## config.mk

```make
export PLATFORM = sky130hd
export DESIGN_NAME = utle_ctrl
export DESIGN_NICKNAME = d
export VERILOG_FILES = /design/src/utle_pkg.sv /design/src/utle_ctrl.sv
export VERILOG_INCLUDE_DIRS = /design/src /design/src/src
export SDC_FILE = /design/constraint.sdc
export NUM_CORES = 1
export LEC_CHECK = 0
export ABC_CLOCK_PERIOD_IN_PS = 2500
export BUFFER_PORTS_ARGS = -buffer_cell sky130_fd_sc_hd__buf_2
export CELL_PAD_IN_SITES_DETAIL_PLACEMENT = 0
export CELL_PAD_IN_SITES_GLOBAL_PLACEMENT = 1
export CORE_AREA = 2 2 39 41
export DETAILED_ROUTE_END_ITERATION = 8
export DIE_AREA = 0 0 41 43
export PLACE_DENSITY_LB_ADDON = 0.15
export SLEW_MARGIN = 10
export SYNTH_ARGS = -nofsm -noshare
export SYNTH_HDL_FRONTEND = slang
export SYNTH_SLANG_ARGS = --single-unit
export TNS_END_PERCENT = 10
```

## constraint.sdc

```tcl
create_clock -name clk -period 2.5 [get_ports clk]
set_input_delay 0.375 -clock clk [delete_from_list [all_inputs] [get_ports clk]]
set_output_delay 0.375 -clock clk [all_outputs]
set_load 0.05 [all_outputs]
```

## src/assert_macros.svh

```systemverilog
// assert_macros.svh: assertion macros shared by the trie lookup rtl
// no dependencies; the bodies are empty when SYNTHESIS is defined
`ifndef ASSERT_MACROS_SVH
`define ASSERT_MACROS_SVH
`ifndef SYNTHESIS
`define ASSERT_PROP(lbl, clk, rst_n, prop, msg) \
    lbl: assert property (@(posedge clk) disable iff (!rst_n) (prop)) else $error(msg);
`define ASSERT_NEXT(lbl, clk, rst_n, ante, cons, msg) \
    lbl: assert property (@(posedge clk) disable iff (!rst_n) (ante) |=> (cons)) \
        else $error(msg);
`else
`define ASSERT_PROP(lbl, clk, rst_n, prop, msg)
`define ASSERT_NEXT(lbl, clk, rst_n, ante, cons, msg)
`endif
`endif

```

## src/utle_pkg.sv

```systemverilog
// utle_pkg: types, codes and the symbol map of the url trie lookup engine
// no dependencies
package utle_pkg;

    localparam int SYMBOL_COUNT = 27;
    localparam int SYM_W        = 5;

    localparam logic [7:0] CHAR_A       = 8'h61;
    localparam logic [7:0] CHAR_Z       = 8'h7a;
    localparam logic [7:0] CHAR_SLASH   = 8'h2f;
    localparam logic [SYM_W-1:0] SLASH_INDEX = 5'd26;

    localparam logic [1:0] ACT_INS_CHAR  = 2'd0;
    localparam logic [1:0] ACT_SRCH_CHAR = 2'd1;
    localparam logic [1:0] ACT_FIN_INS   = 2'd2;
    localparam logic [1:0] ACT_FIN_SRCH  = 2'd3;

    localparam logic [1:0] ST_OK         = 2'd0;
    localparam logic [1:0] ST_NOT_FOUND  = 2'd1;
    localparam logic [1:0] ST_POOL_FULL  = 2'd2;
    localparam logic [1:0] ST_BAD_SYMBOL = 2'd3;

    typedef struct packed {
        logic [1:0] action;
        logic [7:0] symbol;
        logic [7:0] handler_id;
    } item_t;

    typedef struct packed {
        logic       found;
        logic [7:0] result_id;
        logic [1:0] status;
    } result_t;

    typedef struct packed {
        logic       present;
        logic [7:0] id;
    } id_entry_t;

    typedef struct packed {
        logic             ok;
        logic [SYM_W-1:0] idx;
    } sym_map_t;

    // controller to datapath
    typedef struct packed {
        logic clear;
        logic accept;
        logic walk;
        logic finish;
    } dp_cmd_t;

    // datapath to controller
    typedef struct packed {
        logic clear_done;
        logic is_finish;
        logic walk_go;
    } dp_sts_t;

    function automatic sym_map_t sym_map(input logic [7:0] b);
        sym_map_t m;
        m.ok  = 1'b0;
        m.idx = '0;
        if (b == CHAR_SLASH)
        begin
            m.ok  = 1'b1;
            m.idx = SLASH_INDEX;
        end
        else if (b >= CHAR_A && b <= CHAR_Z)
        begin
            m.ok  = 1'b1;
            m.idx = SYM_W'(b - CHAR_A);
        end
        return m;
    endfunction

endpackage

```

## src/utle_ctrl.sv

```systemverilog
// utle_ctrl: sequencing state machine of the trie lookup engine
// depends on utle_pkg and assert_macros.svh
`include "assert_macros.svh"
module utle_ctrl (
    input  logic              clk,
    input  logic              rst_n,
    input  logic              start,
    output logic              busy,
    output logic              done,
    input  utle_pkg::dp_sts_t sts,
    output utle_pkg::dp_cmd_t cmd
);
    import utle_pkg::*;

    typedef enum logic [3:0] {
        S_CLEAR  = 4'b0001,
        S_IDLE   = 4'b0010,
        S_WALK   = 4'b0100,
        S_FINISH = 4'b1000
    } state_t;

    state_t state_reg, state_next;

    always_comb
    begin
        state_next = state_reg;
        unique case (state_reg)
            S_CLEAR:
            begin
                if (sts.clear_done)
                begin
                    state_next = S_IDLE;
                end
            end
            S_IDLE:
            begin
                if (start)
                begin
                    if (sts.is_finish)
                    begin
                        state_next = S_FINISH;
                    end
                    else if (sts.walk_go)
                    begin
                        state_next = S_WALK;
                    end
                end
            end
            S_WALK:   state_next = S_IDLE;
            S_FINISH: state_next = S_IDLE;
            default:  state_next = S_CLEAR;
        endcase
    end

    always_ff @(posedge clk or negedge rst_n)
    begin
        if (!rst_n)
        begin
            state_reg <= S_CLEAR;
        end
        else
        begin
            state_reg <= state_next;
        end
    end

    assign busy       = (state_reg != S_IDLE);
    assign done       = (state_reg == S_FINISH);
    assign cmd.clear  = (state_reg == S_CLEAR);
    assign cmd.accept = (state_reg == S_IDLE) && start;
    assign cmd.walk   = (state_reg == S_WALK);
    assign cmd.finish = (state_reg == S_FINISH);

    `ASSERT_NEXT(a_finish_answers, clk, rst_n, start && !busy && sts.is_finish, done, "finish transaction gave no result")
    `ASSERT_NEXT(a_done_single, clk, rst_n, done, !done, "result strobe held for two cycles")
    `ASSERT_PROP(a_clear_busy, clk, rst_n, !cmd.clear || (busy && !done), "clearing pass not busy")

endmodule

```

**Yosys cells after proc, flatten, opt, wreduce, memory -nomap -nowiden**

Cells that the tools add are included.

- Flip-flop bits (word level): 4
- Input bits: 6
- Word-level logic and storage cells: 17

- Equal/unequal tests: 8
- Mux-type cells: 5
- Reduce and logical (&&, ||, !) cells: 3

Operator list:

| operator | number |
|---|---|
| 4-bit 2-to-1 mux | 4 |
| 4-bit one-hot mux with 3 select lines | 1 |
| 4-bit by 1-bit equality test with 1-bit output, second input constant | 1 |
| 4-bit by 2-bit equality test with 1-bit output, second input constant | 1 |
| 4-bit by 3-bit equality test with 1-bit output, second input constant | 1 |
| 4-bit equality test, second input constant | 1 |
| 2-bit inequality test, second input constant | 2 |
| 4-bit by 2-bit inequality test with 1-bit output, second input constant | 1 |
| 3-bit inequality test, second input constant | 1 |
| 3-bit AND reduction | 1 |
| 2-bit OR reduction | 1 |
| 1-bit logical AND | 1 |

**Logic depth before layout (Yosys ltp)**

- Word-level depth: 4
- Gate-level depth with buffers: 5
- Gate-level depth less buffers: 5

**Least setup slack after synthesis**

No wires, ideal clock.

- Path type: register -> output
- From: reg state_reg[3]
- To: out cmd[0] (netlist name)
- Arrival: 2.606 ns
- Required time: 2.125 ns
- Setup slack: -0.481 ns
- Stages on the path, launching flop included: 3
- Buffers on the path: 1
- Cells stage by stage: dfrtp_1 -> nor4b_1 -> buf_4

- Longest elaborated chain between the ends: 1

Ends and longest elaborated chain:

| element | RTL line | text |
|---|---|---|
| start, declared | utle_ctrl.sv:22 | `state_t state_reg, state_next;` |
| start signal, assigned | utle_ctrl.sv:63 | `state_reg <= state_next;` |
| 4-bit equality test | - |  |
| end, declared | utle_ctrl.sv:11 | `output utle_pkg::dp_cmd_t cmd` |

Every way passes these cells.

==> results.py <==
metrics = {
    "floorplan": {
        "num_rows": 14,
        "start_util_pct": 18.6,
        "coreArea_um2": 1380,
        "dieHeight_um": 43,
        "die_w_um": 41,
        "die_area_um2": 1760,
        "io_pins": 12,
    },
    "global_routing": {
        "antenna_found_initial": 0,
        "grt_usage_pct": 9.87,
        "grt_max_degree": 9,
        "overflow": 0,
        "grt_pass1_vias": 270,
        "grt_pass1_wl_um": 1110,
    },
    "setup_path": {
        "reg2reg_to": "state_reg[1]$_DFFE_PN0P_",
        "path_max_fanout": 8,
        "crit_slowest_cell": "dfstp_2",
        "start_kind": "flop",
        "crit_buf_inv": 1,
        "setup.worst_path.end_class": "output pin",
        "cp_cell_sequence": "nor4b_1 > buf_2",
        "cp.required_ns": 2.12,
        "r2r_slack_ns": 1.04,
        "reg2reg_depth": 5,
        "arrival_ns": 1.51,
        "crit_family": "flip-flops",
        "cpPeakStageDelay_ns": 0.62,
        "path_class": "flop to output pin",
        "reg2reg_from": "state_reg[1]$_DFFE_PN0P_",
    },
    "sta": {
        "fin_worst_skew_ns": 0.0119,
        "hold_viol": 0,
        "rsz0062_at_grt": "false",
        "fin_crit_sh_pct": 75.5,
        "fmax_mhz": 529,
        "fin_crit_ns": 1.89,
        "worst_slew_pin_slew_ns": 0.341,
        "setup_ws_ns": 0.611,
        "finalSetupViolCount": 0,
        "fin_tns_setup_ns": 0,
        "hold_slack_ns": 0.389,
        "slew_viol_final": 0,
        "timing.slew.headroom_pct": 76.9,
    },
    "layout": {
        "syn2layout_area_growth_pct": 42.7,
        "seq_area_um2": 101,
        "layout_commonest_cell": "buf_2",
        "nets": 48,
        "fill_cells": 163,
        "layout-drive-gt1-share_pct": 46.3,
        "largest_reg_flops": 4,
        "antenna_cells": 0,
        "multi_input_area_um2": 148,
        "final_cell_mix": "buf_2 (11), clkbuf_4 (3), dfrtp_1 (3)",
        "final_util_pct": 26.6,
    },
    "placed_design": {
        "portBuffers": 11,
        "preCtsSetupSlack_ns": 0.845,
        "dp.final_hpwl_um": 493,
        "place.gp.congestion": 0.691,
    },
    "routing": {
        "routed_wirelength_um": 605,
        "drt_iter0_markers": 1,
        "wl_per_cell_um": 10.6,
        "vias_per_cell": 4.53,
        "vias": 258,
        "drc": 0,
        "drtAntennaViolNets": 0,
        "drtPass1Iterations": 3,
    },
    "hold_path": {
        "worstHoldStart": "sts[0]",
        "hp-class": "input port to flop",
        "hold_end": "state_reg[2]$_DFFE_PN0P_",
        "min_path_cells": 2,
    },
    "cts": {
        "post_cts_buffers": 0,
        "clk_pin_slew_worst_paths_ns": 0.05,
        "cts_tree": "done",
        "cts_buffer_depth": 2,
        "htree_levels": 1,
        "worstSkewPairLatency_ns": 0.24,
        "cts_made_buffers": 3,
        "clock_tree.root_cell": "clkbuf_4",
        "cts_num_sinks": 4,
    },
    "synth": {
        "syn-mean-instance-area_um2": 9.91,
        "yosys-top-cells-area": "dfrtp_1 (29%), dfstp_2 (10%), nor4b_1 (10%), nor4_4 (8.3%), nor3b_1 (5.8%)",
        "synth.net_count": 32,
        "syn_inst": 26,
        "ys_types": 17,
        "synth_area_um2": 258,
        "synth_seq_cells": 4,
        "yosysWarnings": 0,
        "yosysTopAreaCell": "dfrtp_1",
        "yosysSeqAreaShare_pct": 39.3,
        "synth_top_area_share_pct": 29.1,
    },
    "pwr": {
        "peakVddDrop_uv": 314,
        "p_per_area_nw_per_um2": 1220,
        "leakage_nw": 0.173,
    },
    "flow_run": {
        "maxCapViolCount": 0,
    },
    "status": {
        "outcome": "completed",
    },
}
[metal layers]
metal	GRT usage, %	part of all wire, %	up-vias
li1	-	-	126
met1	10.4	40	124
met2	14.1	55	8
met3	3.14	5.0	0
met4	10.0	0	0
met5	0	0	-
[per-stage QoR]
step	instance area [um2]	std cells	power (mW)
finish	368	57	0.449
global route	368	57	0.482
CTS	368	57	0.456
detailed placement	332	52	0.362
global placement	332	52	0.358
floorplan	264	26	0.309
[cell usage after synthesis, drive strengths merged]
library cell,number
a21o,1
nor4b,3
inv,2
nor3b,2
dfstp,1
or3,1
dfrtp,3
nor2,2
nor4,1
o211ai,1
buf,1
nor2b,1
and2,1
a31oi,1
o21ai,2
xor2,1
and3,2
[timing repair]
action | CTS | global route
hold buffers | 1 | 0
gates resized for setup | 0 | 0
hold endpoints to repair | 3 | 0
[cell families after synthesis]
kind of cell / Yosys count / share of synthesized area [%]
simple gates: 13 / 39.3
compound gates: 5 / 12.1
flops: 4 / 39.3
buf+inv: 3 / 5.83
xor+xnor: 1 / 3.40
[power breakdown]
part / switching [mW] / internal (mW)
registers: 0.0434 / 0.0924
clock network: 0.0309 / 0.0602
logic: 0.142 / 0.0799
total: 0.217 / 0.232
[worst max-delay path by stage]
stage | start | to | cells after the start
global placement | state_reg[0]$_DFFE_PN1P_ | cmd[3] | 2
CTS | state_reg[0]$_DFFE_PN1P_ | cmd[3] | 2
global route | state_reg[1]$_DFFE_PN0P_ | cmd[2] | 4
floorplan | state_reg[0]$_DFFE_PN1P_ | state_reg[1]$_DFFE_PN0P_ | 3
finish | state_reg[0]$_DFFE_PN1P_ | cmd[3] | 2
detailed placement | state_reg[0]$_DFFE_PN1P_ | cmd[3] | 2
[final cells by class]
class                      instances  share of cell area [%]
multi-input combinational         19                    40.1
sequential                         4                    27.6
timing repair buffer              12                    17.7
clock buffer                       4                    7.14
tap                               16                    5.44
inverter                           2                    2.04
(Power assumes the default switching activity.)
